===== config.mk =====
export PLATFORM = sky130hd
export DESIGN_NAME = four_floor_elevator_controller_unit_flat
export DESIGN_NICKNAME = d
export VERILOG_FILES = /design/src/hdl/ffec_pkg.sv /design/src/hdl/ffec_cmd_if.sv /design/src/hdl/ffec_res_if.sv /design/src/hdl/four_floor_elevator_controller_unit.sv /design/src/flat_wrapper.sv
export SDC_FILE = /design/constraint.sdc
export NUM_CORES = 1
export LEC_CHECK = 0
export BUFFER_PORTS_ARGS = -buffer_cell sky130_fd_sc_hd__buf_2
export CAP_MARGIN = 20
export CORE_MARGIN = 2
export CORE_UTILIZATION = 40
export CTS_CLUSTER_SIZE = 12
export DETAILED_ROUTE_END_ITERATION = 10
export HOLD_SLACK_MARGIN = 0.03
export PLACE_DENSITY = 0.59
export RECOVER_POWER = 25
export SLEW_MARGIN = 5
export SYNTH_ARGS = -nofsm -noshare
export SYNTH_HDL_FRONTEND = slang
export SYNTH_SLANG_ARGS = --single-unit

===== constraint.sdc =====
create_clock -name clk -period 23.5 [get_ports clk]
set_input_delay 2.35 -clock clk [delete_from_list [all_inputs] [get_ports clk]]
set_output_delay 2.35 -clock clk [all_outputs]
set_load 0.05 [all_outputs]

===== src/hdl/ffec_pkg.sv =====
package ffec_pkg;

	localparam int TIMER_BITS_DEF = 16;
	localparam int CFG_W          = 16;
	localparam int DUTY_W         = 10;
	localparam int BUTTON_W       = 3;
	localparam int FLOOR_W        = 3;
	localparam int MASK_W         = 4;
	localparam int LED_W          = 8;
	localparam int PHASE_W        = 4;
	localparam int DIR_W          = 2;
	localparam int ADDR_W         = 5;
	localparam int DATA_W         = 32;

	// register indexes (paddr[4:2])
	localparam logic [2:0] REG_PRE_CLOSE = 3'd0;
	localparam logic [2:0] REG_DOOR_TIME = 3'd1;
	localparam logic [2:0] REG_TRAVEL    = 3'd2;
	localparam logic [2:0] REG_DWELL     = 3'd3;
	localparam logic [2:0] REG_FLOW      = 3'd4;
	localparam logic [2:0] REG_UP_DUTY   = 3'd5;
	localparam logic [2:0] REG_DOWN_DUTY = 3'd6;

	localparam logic [CFG_W-1:0]  PRE_CLOSE_RST = 16'd1000;
	localparam logic [CFG_W-1:0]  DOOR_TIME_RST = 16'd4000;
	localparam logic [CFG_W-1:0]  TRAVEL_RST    = 16'd6000;
	localparam logic [CFG_W-1:0]  DWELL_RST     = 16'd2000;
	localparam logic [CFG_W-1:0]  FLOW_RST      = 16'd300;
	localparam logic [DUTY_W-1:0] UP_DUTY_RST   = 10'd800;
	localparam logic [DUTY_W-1:0] DOWN_DUTY_RST = 10'd600;

	localparam logic [DUTY_W-1:0] DOOR_CLOSE_DUTY = 10'd250;
	localparam logic [DUTY_W-1:0] DOOR_OPEN_DUTY  = 10'd300;

	localparam logic [LED_W-1:0] FLOW_START = 8'h10;
	localparam logic [LED_W-1:0] FLOW_WRAP  = 8'h08;
	localparam logic [LED_W-1:0] FLOW_TOP   = 8'h80;
	localparam logic [LED_W-1:0] LED_HI     = 8'hF0;
	localparam logic [LED_W-1:0] LED_LO     = 8'h0F;

	localparam logic [FLOOR_W-1:0] FLOOR_BOTTOM = 3'd1;
	localparam logic [FLOOR_W-1:0] FLOOR_TOP    = 3'd4;
	localparam logic [BUTTON_W-1:0] BUTTON_NONE = 3'd0;
	localparam logic [BUTTON_W-1:0] BUTTON_MAX  = 3'd4;

	localparam logic [DIR_W-1:0] DIR_NONE = 2'd0;
	localparam logic [DIR_W-1:0] DIR_UP   = 2'd1;
	localparam logic [DIR_W-1:0] DIR_DOWN = 2'd2;

	localparam logic [PHASE_W-1:0] PCODE_IDLE   = 4'd0;
	localparam logic [PHASE_W-1:0] PCODE_START  = 4'd1;
	localparam logic [PHASE_W-1:0] PCODE_CLOSE  = 4'd2;
	localparam logic [PHASE_W-1:0] PCODE_CHOOSE = 4'd3;
	localparam logic [PHASE_W-1:0] PCODE_TRAVEL = 4'd4;
	localparam logic [PHASE_W-1:0] PCODE_ARRIVE = 4'd5;
	localparam logic [PHASE_W-1:0] PCODE_OPEN   = 4'd6;
	localparam logic [PHASE_W-1:0] PCODE_MORE   = 4'd7;
	localparam logic [PHASE_W-1:0] PCODE_DWELL  = 4'd8;

	typedef enum logic [8:0] {
		PH_IDLE   = 9'b000000001,
		PH_START  = 9'b000000010,
		PH_CLOSE  = 9'b000000100,
		PH_CHOOSE = 9'b000001000,
		PH_TRAVEL = 9'b000010000,
		PH_ARRIVE = 9'b000100000,
		PH_OPEN   = 9'b001000000,
		PH_MORE   = 9'b010000000,
		PH_DWELL  = 9'b100000000
	} phase_t;

endpackage


===== src/hdl/ffec_cmd_if.sv =====
interface ffec_cmd_if;
	logic                          valid;
	logic                          ready;
	logic [ffec_pkg::BUTTON_W-1:0] button;

	modport source (output valid, output button, input ready);
	modport sink (input valid, input button, output ready);
endinterface


===== src/hdl/ffec_res_if.sv =====
interface ffec_res_if;
	logic                         valid;
	logic                         ready;
	logic [ffec_pkg::FLOOR_W-1:0] floor;
	logic [ffec_pkg::MASK_W-1:0]  request_mask;
	logic [ffec_pkg::LED_W-1:0]   led_pattern;
	logic [ffec_pkg::PHASE_W-1:0] phase;
	logic                         door_pwm_on;
	logic [ffec_pkg::DUTY_W-1:0]  door_duty;
	logic                         door_open_level;
	logic                         motor_pwm_on;
	logic [ffec_pkg::DUTY_W-1:0]  motor_duty;
	logic                         motor_up_level;

	modport source (output valid, output floor, output request_mask, output led_pattern,
		output phase, output door_pwm_on, output door_duty, output door_open_level,
		output motor_pwm_on, output motor_duty, output motor_up_level, input ready);
	modport sink (input valid, input floor, input request_mask, input led_pattern,
		input phase, input door_pwm_on, input door_duty, input door_open_level,
		input motor_pwm_on, input motor_duty, input motor_up_level, output ready);
endinterface


===== src/hdl/four_floor_elevator_controller_unit.sv =====
// channel  | direction | payload                               | transaction
// ---------+-----------+---------------------------------------+---------------------------
// cmd      | in        | button (one tick)                     | valid & ready
// res      | out       | floor, masks, phase, door/motor drive | valid & ready
// apb      | in        | 7 registers at 4*i                    | psel & penable & pwrite
//
// one tick per cycle unless res stalls: a tick waits in the input register, and the whole
// sequencer pass for it lands in the state registers, which are also the result.
// res valid passes the input register, then res_valid_q; a held result stalls both.
// cmd stalls only while a result is waiting and the input register is full.
// reset puts the car idle on floor 1 with all drives off; no clearing pass.
module four_floor_elevator_controller_unit #(
	parameter int TIMER_BITS = ffec_pkg::TIMER_BITS_DEF
) (
	input  logic                        clk,
	input  logic                        arst_n,
	ffec_cmd_if.sink                    cmd,
	ffec_res_if.source                  res,
	input  logic                        psel,
	input  logic                        penable,
	input  logic                        pwrite,
	input  logic [ffec_pkg::ADDR_W-1:0] paddr,
	input  logic [ffec_pkg::DATA_W-1:0] pwdata,
	output logic [ffec_pkg::DATA_W-1:0] prdata,
	output logic                        pready
);

	localparam int CMP_W = (TIMER_BITS > ffec_pkg::CFG_W) ? TIMER_BITS : ffec_pkg::CFG_W;

	// configuration
	logic [ffec_pkg::CFG_W-1:0]  pre_close_q, door_time_q, travel_q, dwell_q, flow_period_q;
	logic [ffec_pkg::DUTY_W-1:0] up_duty_q, down_duty_q;
	logic [2:0]                  reg_idx;

	// input stage and handshake
	logic                          valid_s1;
	logic [ffec_pkg::BUTTON_W-1:0] button_s1;
	logic                          res_valid_q;
	logic                          advance;
	logic                          step;

	// sequencer state
	logic [ffec_pkg::FLOOR_W-1:0] floor_q, floor_d;
	logic [ffec_pkg::MASK_W-1:0]  req_q, req_d;
	ffec_pkg::phase_t             phase_q, phase_d;
	logic [ffec_pkg::DIR_W-1:0]   dir_q, dir_d;
	logic [TIMER_BITS-1:0]        timer_q, timer_d;
	logic [ffec_pkg::LED_W-1:0]   flow_bits_q, flow_bits_d;
	logic [ffec_pkg::CFG_W-1:0]   flow_timer_q, flow_timer_d;
	logic [ffec_pkg::LED_W-1:0]   led_q, led_d;
	logic                         door_on_q, door_on_d, door_open_q, door_open_d;
	logic                         motor_on_q, motor_on_d, motor_up_q, motor_up_d;
	logic [ffec_pkg::DUTY_W-1:0]  door_duty_q, door_duty_d, motor_duty_q, motor_duty_d;
	logic                         go;
	logic [ffec_pkg::MASK_W-1:0]  fbit;

	function automatic logic t_ge(input logic [TIMER_BITS-1:0] t,
			input logic [ffec_pkg::CFG_W-1:0] lim);
		return CMP_W'(t) >= CMP_W'(lim);
	endfunction

	function automatic logic [ffec_pkg::MASK_W-1:0] floor_bit(
			input logic [ffec_pkg::FLOOR_W-1:0] f);
		logic [ffec_pkg::MASK_W-1:0] r;
		r = '0;
		if (f >= ffec_pkg::FLOOR_BOTTOM && f <= ffec_pkg::FLOOR_TOP) begin
			r = ffec_pkg::MASK_W'(1) << (f - ffec_pkg::FLOOR_BOTTOM);
		end
		return r;
	endfunction

	// ---------------- apb ----------------
	assign pready  = 1'b1;
	assign reg_idx = paddr[4:2];

	always_ff @(posedge clk or negedge arst_n) begin
		if (!arst_n) begin
			pre_close_q   <= ffec_pkg::PRE_CLOSE_RST;
			door_time_q   <= ffec_pkg::DOOR_TIME_RST;
			travel_q      <= ffec_pkg::TRAVEL_RST;
			dwell_q       <= ffec_pkg::DWELL_RST;
			flow_period_q <= ffec_pkg::FLOW_RST;
			up_duty_q     <= ffec_pkg::UP_DUTY_RST;
			down_duty_q   <= ffec_pkg::DOWN_DUTY_RST;
		end else if (psel && penable && pwrite && pready) begin
			unique case (reg_idx)
				ffec_pkg::REG_PRE_CLOSE: pre_close_q   <= pwdata[ffec_pkg::CFG_W-1:0];
				ffec_pkg::REG_DOOR_TIME: door_time_q   <= pwdata[ffec_pkg::CFG_W-1:0];
				ffec_pkg::REG_TRAVEL:    travel_q      <= pwdata[ffec_pkg::CFG_W-1:0];
				ffec_pkg::REG_DWELL:     dwell_q       <= pwdata[ffec_pkg::CFG_W-1:0];
				ffec_pkg::REG_FLOW:      flow_period_q <= pwdata[ffec_pkg::CFG_W-1:0];
				ffec_pkg::REG_UP_DUTY:   up_duty_q     <= pwdata[ffec_pkg::DUTY_W-1:0];
				ffec_pkg::REG_DOWN_DUTY: down_duty_q   <= pwdata[ffec_pkg::DUTY_W-1:0];
				default: ;
			endcase
		end
	end

	always_comb begin
		unique case (reg_idx)
			ffec_pkg::REG_PRE_CLOSE: prdata = ffec_pkg::DATA_W'(pre_close_q);
			ffec_pkg::REG_DOOR_TIME: prdata = ffec_pkg::DATA_W'(door_time_q);
			ffec_pkg::REG_TRAVEL:    prdata = ffec_pkg::DATA_W'(travel_q);
			ffec_pkg::REG_DWELL:     prdata = ffec_pkg::DATA_W'(dwell_q);
			ffec_pkg::REG_FLOW:      prdata = ffec_pkg::DATA_W'(flow_period_q);
			ffec_pkg::REG_UP_DUTY:   prdata = ffec_pkg::DATA_W'(up_duty_q);
			ffec_pkg::REG_DOWN_DUTY: prdata = ffec_pkg::DATA_W'(down_duty_q);
			default:                 prdata = '0;
		endcase
	end

	// ---------------- handshake ----------------
	assign advance   = !res_valid_q || res.ready;
	assign cmd.ready = !valid_s1 || advance;
	assign step      = valid_s1 && advance;

	always_ff @(posedge clk or negedge arst_n) begin
		if (!arst_n) begin
			valid_s1    <= 1'b0;
			res_valid_q <= 1'b0;
		end else begin
			if (cmd.ready) begin
				valid_s1 <= cmd.valid;
			end
			if (advance) begin
				res_valid_q <= step;
			end
		end
	end

	always_ff @(posedge clk) begin
		if (cmd.valid && cmd.ready) begin
			button_s1 <= cmd.button;
		end
	end

	// ---------------- one tick of the sequencer ----------------
	always_comb begin
		floor_d      = floor_q;
		req_d        = req_q;
		phase_d      = phase_q;
		dir_d        = dir_q;
		flow_bits_d  = flow_bits_q;
		flow_timer_d = flow_timer_q;
		led_d        = led_q;
		door_on_d    = door_on_q;
		door_open_d  = door_open_q;
		motor_on_d   = motor_on_q;
		motor_up_d   = motor_up_q;
		door_duty_d  = door_duty_q;
		motor_duty_d = motor_duty_q;
		fbit         = '0;

		timer_d = (timer_q != '1) ? timer_q + 1'b1 : timer_q;

		if (phase_q == ffec_pkg::PH_IDLE) begin
			if (button_s1 != ffec_pkg::BUTTON_NONE && button_s1 <= ffec_pkg::BUTTON_MAX) begin
				if (floor_q != button_s1) begin
					req_d = req_d | (ffec_pkg::MASK_W'(1) << (button_s1 - 3'd1));
				end
				timer_d = '0;
			end
			led_d = (led_d & ffec_pkg::LED_HI) | ffec_pkg::LED_W'(req_d);
		end

		go = (req_d != '0);

		// phases move forward, and a step back ends the tick, so one ordered pass covers the chain
		if (go && phase_d == ffec_pkg::PH_IDLE) begin
			if (t_ge(timer_d, pre_close_q)) phase_d = ffec_pkg::PH_START;
			else go = 1'b0;
		end
		if (go && phase_d == ffec_pkg::PH_START) begin
			door_open_d = 1'b0;
			door_on_d   = 1'b1;
			door_duty_d = ffec_pkg::DOOR_CLOSE_DUTY;
			timer_d     = '0;
			phase_d     = ffec_pkg::PH_CLOSE;
		end
		if (go && phase_d == ffec_pkg::PH_CLOSE) begin
			if (t_ge(timer_d, door_time_q)) begin
				door_on_d = 1'b0;
				phase_d   = ffec_pkg::PH_CHOOSE;
			end else begin
				go = 1'b0;
			end
		end
		if (go && phase_d == ffec_pkg::PH_CHOOSE) begin
			fbit = floor_bit(floor_d);
			if (req_d > fbit) begin
				dir_d        = ffec_pkg::DIR_UP;
				motor_up_d   = 1'b1;
				motor_on_d   = 1'b1;
				motor_duty_d = up_duty_q;
			end else if (req_d < fbit) begin
				dir_d        = ffec_pkg::DIR_DOWN;
				motor_up_d   = 1'b0;
				motor_on_d   = 1'b1;
				motor_duty_d = down_duty_q;
			end
			timer_d      = '0;
			flow_timer_d = '1;
			phase_d      = ffec_pkg::PH_TRAVEL;
		end
		if (go && phase_d == ffec_pkg::PH_TRAVEL) begin
			if (t_ge(timer_d, travel_q)) begin
				if (dir_d == ffec_pkg::DIR_UP && floor_d < ffec_pkg::FLOOR_TOP) begin
					floor_d = floor_d + 1'b1;
				end else if (dir_d == ffec_pkg::DIR_DOWN && floor_d > ffec_pkg::FLOOR_BOTTOM) begin
					floor_d = floor_d - 1'b1;
				end
				led_d       = led_d & ffec_pkg::LED_LO;
				flow_bits_d = ffec_pkg::FLOW_START;
				phase_d     = ffec_pkg::PH_ARRIVE;
			end else begin
				go = 1'b0;
				if (flow_timer_d != '1) flow_timer_d = flow_timer_d + 1'b1;
				if (flow_timer_d >= flow_period_q) begin
					// running light: up walks right and wraps, down shows then walks left
					if (dir_d == ffec_pkg::DIR_UP) begin
						flow_bits_d = flow_bits_d >> 1;
						if (flow_bits_d == ffec_pkg::FLOW_WRAP) flow_bits_d = ffec_pkg::FLOW_TOP;
						led_d = (led_d & ffec_pkg::LED_LO) | (flow_bits_d & ffec_pkg::LED_HI);
					end else if (dir_d == ffec_pkg::DIR_DOWN) begin
						led_d = (led_d & ffec_pkg::LED_LO) | (flow_bits_d & ffec_pkg::LED_HI);
						flow_bits_d = flow_bits_d << 1;
						if (flow_bits_d == '0) flow_bits_d = ffec_pkg::FLOW_START;
					end
					flow_timer_d = '0;
				end
			end
		end
		if (go && phase_d == ffec_pkg::PH_ARRIVE) begin
			timer_d = '0;
			if ((floor_bit(floor_d) & req_d) != '0) begin
				motor_on_d  = 1'b0;
				door_open_d = 1'b1;
				door_on_d   = 1'b1;
				door_duty_d = ffec_pkg::DOOR_OPEN_DUTY;
				phase_d     = ffec_pkg::PH_OPEN;
			end else begin
				flow_timer_d = '1;
				phase_d      = ffec_pkg::PH_TRAVEL;
				go           = 1'b0;
			end
		end
		if (go && phase_d == ffec_pkg::PH_OPEN) begin
			if (t_ge(timer_d, door_time_q)) begin
				door_on_d = 1'b0;
				req_d     = req_d & ~floor_bit(floor_d);
				led_d     = (led_d & ffec_pkg::LED_HI) | ffec_pkg::LED_W'(req_d);
				phase_d   = ffec_pkg::PH_MORE;
			end else begin
				go = 1'b0;
			end
		end
		if (go && phase_d == ffec_pkg::PH_MORE) begin
			if (req_d != '0) begin
				timer_d = '0;
				phase_d = ffec_pkg::PH_DWELL;
			end else begin
				phase_d = ffec_pkg::PH_IDLE;
				go      = 1'b0;
			end
		end
		if (go && phase_d == ffec_pkg::PH_DWELL) begin
			if (t_ge(timer_d, dwell_q)) phase_d = ffec_pkg::PH_START;
		end
	end

	always_ff @(posedge clk or negedge arst_n) begin
		if (!arst_n) begin
			floor_q      <= ffec_pkg::FLOOR_BOTTOM;
			req_q        <= '0;
			phase_q      <= ffec_pkg::PH_IDLE;
			dir_q        <= ffec_pkg::DIR_NONE;
			timer_q      <= '0;
			flow_bits_q  <= ffec_pkg::FLOW_START;
			flow_timer_q <= '0;
			led_q        <= '0;
			door_on_q    <= 1'b0;
			door_open_q  <= 1'b0;
			motor_on_q   <= 1'b0;
			motor_up_q   <= 1'b0;
			door_duty_q  <= '0;
			motor_duty_q <= '0;
		end else if (step) begin
			floor_q      <= floor_d;
			req_q        <= req_d;
			phase_q      <= phase_d;
			dir_q        <= dir_d;
			timer_q      <= timer_d;
			flow_bits_q  <= flow_bits_d;
			flow_timer_q <= flow_timer_d;
			led_q        <= led_d;
			door_on_q    <= door_on_d;
			door_open_q  <= door_open_d;
			motor_on_q   <= motor_on_d;
			motor_up_q   <= motor_up_d;
			door_duty_q  <= door_duty_d;
			motor_duty_q <= motor_duty_d;
		end
	end

	// ---------------- result ----------------
	// state only moves on a step, which needs the result slot free, so it holds while stalled
	always_comb begin
		unique case (phase_q)
			ffec_pkg::PH_IDLE:   res.phase = ffec_pkg::PCODE_IDLE;
			ffec_pkg::PH_START:  res.phase = ffec_pkg::PCODE_START;
			ffec_pkg::PH_CLOSE:  res.phase = ffec_pkg::PCODE_CLOSE;
			ffec_pkg::PH_CHOOSE: res.phase = ffec_pkg::PCODE_CHOOSE;
			ffec_pkg::PH_TRAVEL: res.phase = ffec_pkg::PCODE_TRAVEL;
			ffec_pkg::PH_ARRIVE: res.phase = ffec_pkg::PCODE_ARRIVE;
			ffec_pkg::PH_OPEN:   res.phase = ffec_pkg::PCODE_OPEN;
			ffec_pkg::PH_MORE:   res.phase = ffec_pkg::PCODE_MORE;
			ffec_pkg::PH_DWELL:  res.phase = ffec_pkg::PCODE_DWELL;
			default:             res.phase = ffec_pkg::PCODE_IDLE;
		endcase
	end

	assign res.valid           = res_valid_q;
	assign res.floor           = floor_q;
	assign res.request_mask    = req_q;
	assign res.led_pattern     = led_q;
	assign res.door_pwm_on     = door_on_q;
	assign res.door_duty       = door_duty_q;
	assign res.door_open_level = door_open_q;
	assign res.motor_pwm_on    = motor_on_q;
	assign res.motor_duty      = motor_duty_q;
	assign res.motor_up_level  = motor_up_q;

endmodule

===== src/flat_wrapper.sv =====
// flat-port wrapper written by rule: the top's interface ports become plain ports
module four_floor_elevator_controller_unit_flat 
#(
	parameter int TIMER_BITS = ffec_pkg::TIMER_BITS_DEF
)
  (clk, arst_n, psel, penable, pwrite, paddr, pwdata, prdata, pready, cmd_valid, cmd_button, cmd_ready, res_valid, res_floor, res_request_mask, res_led_pattern, res_phase, res_door_pwm_on, res_door_duty, res_door_open_level, res_motor_pwm_on, res_motor_duty, res_motor_up_level, res_ready);
  ffec_cmd_if cmd_i ();
  ffec_res_if res_i ();
  input  logic clk;
  input  logic arst_n;
  input  logic psel;
  input  logic penable;
  input  logic pwrite;
  input  logic [ffec_pkg::ADDR_W-1:0] paddr;
  input  logic [ffec_pkg::DATA_W-1:0] pwdata;
  output logic [ffec_pkg::DATA_W-1:0] prdata;
  output logic pready;
  input wire logic [$bits(cmd_i.valid)-1:0] cmd_valid;
  input wire logic [$bits(cmd_i.button)-1:0] cmd_button;
  output wire logic [$bits(cmd_i.ready)-1:0] cmd_ready;
  output wire logic [$bits(res_i.valid)-1:0] res_valid;
  output wire logic [$bits(res_i.floor)-1:0] res_floor;
  output wire logic [$bits(res_i.request_mask)-1:0] res_request_mask;
  output wire logic [$bits(res_i.led_pattern)-1:0] res_led_pattern;
  output wire logic [$bits(res_i.phase)-1:0] res_phase;
  output wire logic [$bits(res_i.door_pwm_on)-1:0] res_door_pwm_on;
  output wire logic [$bits(res_i.door_duty)-1:0] res_door_duty;
  output wire logic [$bits(res_i.door_open_level)-1:0] res_door_open_level;
  output wire logic [$bits(res_i.motor_pwm_on)-1:0] res_motor_pwm_on;
  output wire logic [$bits(res_i.motor_duty)-1:0] res_motor_duty;
  output wire logic [$bits(res_i.motor_up_level)-1:0] res_motor_up_level;
  input wire logic [$bits(res_i.ready)-1:0] res_ready;
  assign cmd_i.valid = cmd_valid;
  assign cmd_i.button = cmd_button;
  assign cmd_ready = cmd_i.ready;
  assign res_valid = res_i.valid;
  assign res_floor = res_i.floor;
  assign res_request_mask = res_i.request_mask;
  assign res_led_pattern = res_i.led_pattern;
  assign res_phase = res_i.phase;
  assign res_door_pwm_on = res_i.door_pwm_on;
  assign res_door_duty = res_i.door_duty;
  assign res_door_open_level = res_i.door_open_level;
  assign res_motor_pwm_on = res_i.motor_pwm_on;
  assign res_motor_duty = res_i.motor_duty;
  assign res_motor_up_level = res_i.motor_up_level;
  assign res_i.ready = res_ready;
  four_floor_elevator_controller_unit #(.TIMER_BITS(TIMER_BITS)) u_core (.clk(clk), .arst_n(arst_n), .cmd(cmd_i), .res(res_i), .psel(psel), .penable(penable), .pwrite(pwrite), .paddr(paddr), .pwdata(pwdata), .prdata(prdata), .pready(pready));
endmodule

==> metrics, run 1 <==
setup_tns 0 ns; # setup viols final 0; most frequent cell after synthesis nand2_1; Area contributors post-synth dfrtp_1 27%, ha_1 10%, dfstp_2 7.4%, mux2_2 4.5%, nand2_1 4.5%; TritonCTS clock tree done; die width 190.7 um; Synth top area share 27.47%; Post-Layout Cell Count 2082; DRT iter0 DRCs 832; CP max FO 32; Initial Util 40.45%; Yosys Warn Count 0; Resized Gates After CTS 0; Placed Cells 2050; Total GRT Usage 21.68%; grt total ovfl 0; Distinct cells, synth 90; Via density 5.568; Antenna Cells 0; Sink Count 195; RD Place Congestion 0.8645; critical path arrival 18.18 ns; final period utilization 75.97%; layout cell share with drive strength beyond 1 17.95%; Clock Skew 0.01471 ns; final worst path period need 17.85 ns; WL final 38560 um; Final ANT Viol Nets 0; initial antenna violation count 0; largest net degree at the start of global routing 67; DRT Pass-1 Iters 5; commonest cells in the netlist 168 x nand2_1, 153 x dfrtp_1, 135 x nor2_1, 125 x inv_1, 116 x o21ai_0; multi-input logic area 8145 sq um; Post-Syn Area 13940 sq um; failing checks max-capacitance violations, max-slew violations; TritonCTS Buffers 17; root buf cell clkbuf_16; Worst-Margin Slew 3.602 ns; sequential share of the synthesized area 35.47%; area post-placement 14740 sq um; Register Area 4943 sq um; Placement Rows 68; I/O pins 125; CP max stage delay 0.68 ns; run status finished with violations; DP Wirelength 28080 um; final net count 1772; RSZ-0062 raised after global routing false; hold buffer count at cts 0; Worst-Skew Late Latency 0.45 ns; CORE AREA 34460 sq um; Die ar. 36350 sq um; Crit-path slowest cell nand2_1; H-Tree Depth 4; drt wl/cell 18.52 um; Post-Syn Area per Cell 8.911 sq um; Critical Path End Type register; Vias 11.59k; Pleak 7.506 nW; # DRC 0; fillcell total 3365; cell area after layout 15340 sq um; Worst Path Class, Setup register to register; final core utilization 44.51%; die height 190.7 um; Max Root-Sink Buffers 2; Peak Freq 56.01 MHz; Slew HR -140.1%; cell mode on critical path a21o_1; CP Launch Type register; largest area contributor in the synthesized netlist dfrtp_1; final hold vios 0; vias in the first global route 11.14k; Post-synth EDFFs 3; Post CTS Setup Buffer Count 0; Power Dens Cells 68.51 nW/um^2; first-pass GRT wire length 61780 um; Buffers on Ports 89; Synth async-reset ratio 98.46%; worst hold slack 0.4680 ns; Mapped Cells 1564; flop2flop setup slack 5.65 ns; top_reg_cell synth dfrtp_1; maximum VDD drop 0.06276 mV; Max Cap Viol 3; Slew Limit Fails 173; worst min-delay path class register to register; Req. time, crit path 23.83 ns; area grow syn2layout 10.05%; synthesis-stage register bit count 195; Clock Pin Slew Worst Setup and Hold Paths 0.07 ns
[flip-flops by register name, indices dropped and copies added (netlist names), 9 cells and up, named ones only]
name / count
u_core.door_time_q: 16
u_core.dwell_q: 16
u_core.flow_period_q: 16
u_core.flow_timer_q: 16
u_core.pre_close_q: 16
u_core.timer_q: 16
u_core.travel_q: 16
u_core.down_duty_q: 10
u_core.res.door_duty: 10
u_core.res.motor_duty: 10
u_core.up_duty_q: 10
u_core.phase_q: 9
[final timing paths]
path                                                           from                                   to  depth (start not counted)
worst min-delay path            u_core.res.door_duty[5]$_DFFE_PN0P_  u_core.res.door_duty[5]$_DFFE_PN0P_                          1
min in group asynchronous                                    arst_n  u_core.res.door_duty[3]$_DFFE_PN0P_                          1
worst min register to register  u_core.res.door_duty[5]$_DFFE_PN0P_  u_core.res.door_duty[5]$_DFFE_PN0P_                          1
max in group asynchronous                                    arst_n    u_core.down_duty_q[5]$_DFFE_PN0P_                          3
worst max-delay path                  u_core.phase_q[4]$_DFFE_PN0P_        u_core.phase_q[1]$_DFFE_PN0P_                         66
worst max register to register        u_core.phase_q[4]$_DFFE_PN0P_        u_core.phase_q[1]$_DFFE_PN0P_                         66
[kinds of logic after synthesis]
kind of cell / Yosys count / synth area share [%]
and+or+nand+nor: 510 / 17.56
AOI/OAI and AO/OA: 401 / 19.73
buffers and inverters: 218 / 6.598
DFF: 195 / 35.47
adders and majority gates: 111 / 9.965
muxes: 100 / 8.924
xor gates and xnor gates: 27 / 1.697
other: 2 / 0.05388
[area by class of cell]
| class | instances | share of cell area (%) |
|---|---|---|
| Tap cell | 455 | 3.712 |
| Clock inverter | 10 | 0.8811 |
| Multi-Input combinational cell | 1166 | 53.11 |
| Timing Repair Buffer | 109 | 3.842 |
| Inverter | 125 | 3.059 |
| Sequential cell | 195 | 32.23 |
| Clock buffer | 22 | 3.165 |
[critical path: cells and delay by family, from the launching register on]
kind,cells,cell delay [ns]
fa+ha+maj,5,1.53
simple gates,27,7.58
buf+inv,2,0.36
compound gates,32,7.65
flops,1,0.55
[cell usage in the layout, fill, tap and decap left out, types with 6 or more instances in the layout]
master / instances
nand2_1: 167
dfrtp_1: 153
nor2_1: 134
inv_1: 125
o21ai_0: 116
ha_1: 111
a21oi_1: 103
buf_2: 87
mux2_2: 56
nor3_1: 42
dfstp_2: 39
nand3_1: 32
mux2i_1: 29
a21o_1: 26
nand2b_1: 20
clkbuf_16: 18
conb_1: 17
buf_4: 17
and3_1: 15
nand4_1: 15
xnor2_1: 15
a211oi_1: 14
o31ai_1: 14
nor2b_1: 13
mux4_2: 13
xor2_1: 12
o41ai_2: 12
or3_1: 11
o21a_1: 11
or2_2: 9
and2_1: 8
a221oi_1: 8
a21boi_0: 7
a2bb2oi_1: 7
a31oi_1: 6
nor3b_1: 6
o311ai_0: 6
o41ai_1: 6
nor4_1: 6
clkbuf_1: 6
[report_power, final]
part	switching, mW	internal, mW
clock	0.140	0.172
combinational	0.191	0.121
sequential	0.0364	0.391
total	0.367	0.684
[metrics by stage]
step	total power, mW	worst slack (ns)
2_1_floorplan	0.6523	9.897
3_3_place_gp	0.7325	5.646
3_5_place_dp	0.7423	5.902
4_1_cts	1.059	5.766
5_1_grt	1.115	4.531
6_report	1.051	5.646
[layer usage]
layer / up-vias / global-route usage [%] / wire length [um]
met5: - / 0 / 0
met4: 0 / 6.649 / 850
met3: 38 / 3.662 / 1677
met2: 275 / 34.13 / 17350
met1: 5636 / 30.41 / 18690
li1: 5643 / - / -
Note: power is estimated with default switching activity, not from simulation.
==> run 2, diff against run 1 <==
--- a/config.mk
+++ b/config.mk
@@ -12,7 +12,7 @@
 export CTS_CLUSTER_SIZE = 12
 export DETAILED_ROUTE_END_ITERATION = 10
 export HOLD_SLACK_MARGIN = 0.03
-export PLACE_DENSITY = 0.59
+export PLACE_DENSITY = 0.62
 export RECOVER_POWER = 25
 export SLEW_MARGIN = 5
 export SYNTH_ARGS = -nofsm -noshare
==> constraint.sdc (replaced) <==
create_clock -name clk -period 16 [get_ports clk]
set_input_delay 1.6 -clock clk [delete_from_list [all_inputs] [get_ports clk]]
set_output_delay 1.6 -clock clk [all_outputs]
set_load 0.05 [all_outputs]
==> metrics, run 2 (synthesis results as in run 1) <==
Pleak 7.592 nW (+1.1%); failing checks max-capacitance violations, max-slew violations; vias in the first global route 11.34k (+1.8%); WL final 38470 um (-0.25%); Via density 5.618 (+0.90%); grt total ovfl 0 (unchanged); Clock Skew 0.01842 ns (+0.003709 ns); final worst path period need 14.96 ns (-2.889 ns); die height 190.7 um (unchanged); DRT Pass-1 Iters 5 (unchanged); root buf cell clkbuf_16; drt wl/cell 18.32 um (-1.1%); setup_tns 0 ns (unchanged); # setup viols final 0 (unchanged); # DRC 0 (unchanged); I/O pins 125 (unchanged); Antenna Cells 0 (unchanged); Post-Layout Cell Count 2100 (+0.86%); first-pass GRT wire length 62750 um (+1.6%); Total GRT Usage 21.89% (+0.20 points); Critical Path End Type register; layout cell share with drive strength beyond 1 19.27% (+1.3 points); RD Place Congestion 0.8931 (+3.3%); critical path arrival 15.30 ns (-2.88 ns); CORE AREA 34460 sq um (unchanged); area grow syn2layout 11.06%; pre-CTS setup slack 1.091 ns (-4.811 ns); largest net degree at the start of global routing 80 (+19%); Placement Rows 68 (unchanged); Initial Util 40.45% (unchanged); die width 190.7 um (unchanged); CP max stage delay 0.48 ns (-0.20 ns); Peak Freq 66.82 MHz (+19%); CP Launch Type register; run status finished with violations; Sink Count 195 (unchanged); most common cell after layout, fill and taps aside nand2_1; CP max FO 15 (-53%); Placed Cells 2065 (+0.73%); Vias 11.80k (+1.8%); H-Tree Depth 4 (unchanged); maximum VDD drop 0.08030 mV (+28%); RSZ-0062 raised after global routing false; DRT iter0 DRCs 875 (+5.2%); Power Dens Cells 99.87 nW/um^2 (+46%); final hold vios 0 (unchanged); worst setup margin 1.035 ns (-4.611 ns); Max Root-Sink Buffers 2 (unchanged); final period utilization 93.53% (+18 points); TritonCTS clock tree done; Die ar. 36350 sq um (unchanged); Worst-Margin Slew 3.157 ns (-0.4450 ns); Buffers on Ports 89 (unchanged); cell mode on critical path a21o_1; final net count 1790 (+1.0%); Slew HR -110.5% (+30 points); Max Cap Viol 2 (-1); worst min-delay path class register to register; Worst-Skew Late Latency 0.46 ns (about the same); Req. time, crit path 16.33 ns (-7.50 ns); initial antenna violation count 0 (unchanged); Slew Limit Fails 101 (-42%); hold buffer count at cts 0 (unchanged); Clock Pin Slew Worst Setup and Hold Paths 0.08 ns (about the same); DP Wirelength 28190 um (+0.38%); TritonCTS Buffers 17 (unchanged); Final ANT Viol Nets 0 (unchanged); commonest cells after routing, fill and taps aside 164 x nand2_1, 153 x dfrtp_1, 133 x nor2_1, 125 x inv_1, 115 x o21ai_0; Crit-path slowest cell a221oi_1; Worst Path Class, Setup register to register
## run 2: cell count changes in the layout (fill, tap and decap cells not counted), sizes merged
| cell | before | now |
|---|---|---|
| bufinv | 2 | 1 |
| clkinv | 3 | 5 |
| clkbuf | 26 | 22 |
| buf | 105 | 124 |
| inv | 130 | 132 |
## run 2: stage by stage
step	power [mW]	hold WS [ns]	instance area, sq um	util (%)
floorplan	0.9581	0.4447	13990	-
global placement	1.084	0.4478	14850	43.10
detailed placement	1.097	0.4492	14850	43.10
CTS	1.558	0.4756	15470	44.89
global route	1.646	0.4993	15480	44.92
finish	1.546	0.4683	15480	44.92
## run 2: worst max-delay path: cells and delay by family, from the launching register on
kind | cells | cell delay, ns
xor gates and xnor gates | 1 | 0.08
AOI/OAI and AO/OA | 34 | 7.51
and+or+nand+nor | 25 | 4.71
adders and majority gates | 5 | 1.50
buffers and inverters | 4 | 0.59
DFF | 1 | 0.44
## run 2: path summary, 6_finish.rpt
| kind | from | to | slack [ns] | cells after the start |
|---|---|---|---|---|
| hold / removal | u_core.res.door_duty[5]$_DFFE_PN0P_ | u_core.res.door_duty[5]$_DFFE_PN0P_ | 0.47 | 1 |
| setup / recovery | u_core.timer_q[7]$_DFFE_PN0P_ | u_core.phase_q[1]$_DFFE_PN0P_ | 1.04 | 69 |
| max in group asynchronous | arst_n | u_core.pre_close_q[10]$_DFFE_PN0P_ | 9.03 | 3 |
| min in group asynchronous | arst_n | u_core.res.valid$_DFFE_PN0P_ | 1.91 | 1 |
| hold reg to reg | u_core.res.door_duty[5]$_DFFE_PN0P_ | u_core.res.door_duty[5]$_DFFE_PN0P_ | 0.47 | 1 |
| setup reg to reg | u_core.timer_q[7]$_DFFE_PN0P_ | u_core.phase_q[1]$_DFFE_PN0P_ | 1.04 | 69 |
## run 2: repair_timing
action | CTS | global route
gates resized for setup | 0 | 4
endpoints found under the setup margin | 0 | 2
buffers inserted | 0 | 0
## run 2: metal layers
metal / track usage [%] / routed length [um] / up-vias
met5: 0 / 0 / -
met4: 4.651 / 491 / 0
met3: 3.386 / 1979 / 36
met2: 35.01 / 17560 / 310
met1: 31.22 / 18440 / 5764
li1: - / - / 5688
## run 2: final cells by class
class / instances / area (sq um)
fill: 3366 / 18980
multi-input combinational: 1166 / 8162
sequential: 195 / 4943
timing repair buffer: 127 / 719.4
tap: 455 / 569.3
inverter: 125 / 469.2
clock buffer: 19 / 454.2
clock inverter: 13 / 161.4
## run 2: power by group
part | total [mW] | switching (mW) | leakage [nW] | internal [mW]
clock network | 0.455 | 0.222 | 0.302 | 0.233
logic | 0.467 | 0.283 | 4.88 | 0.184
registers | 0.624 | 0.0500 | 2.41 | 0.574
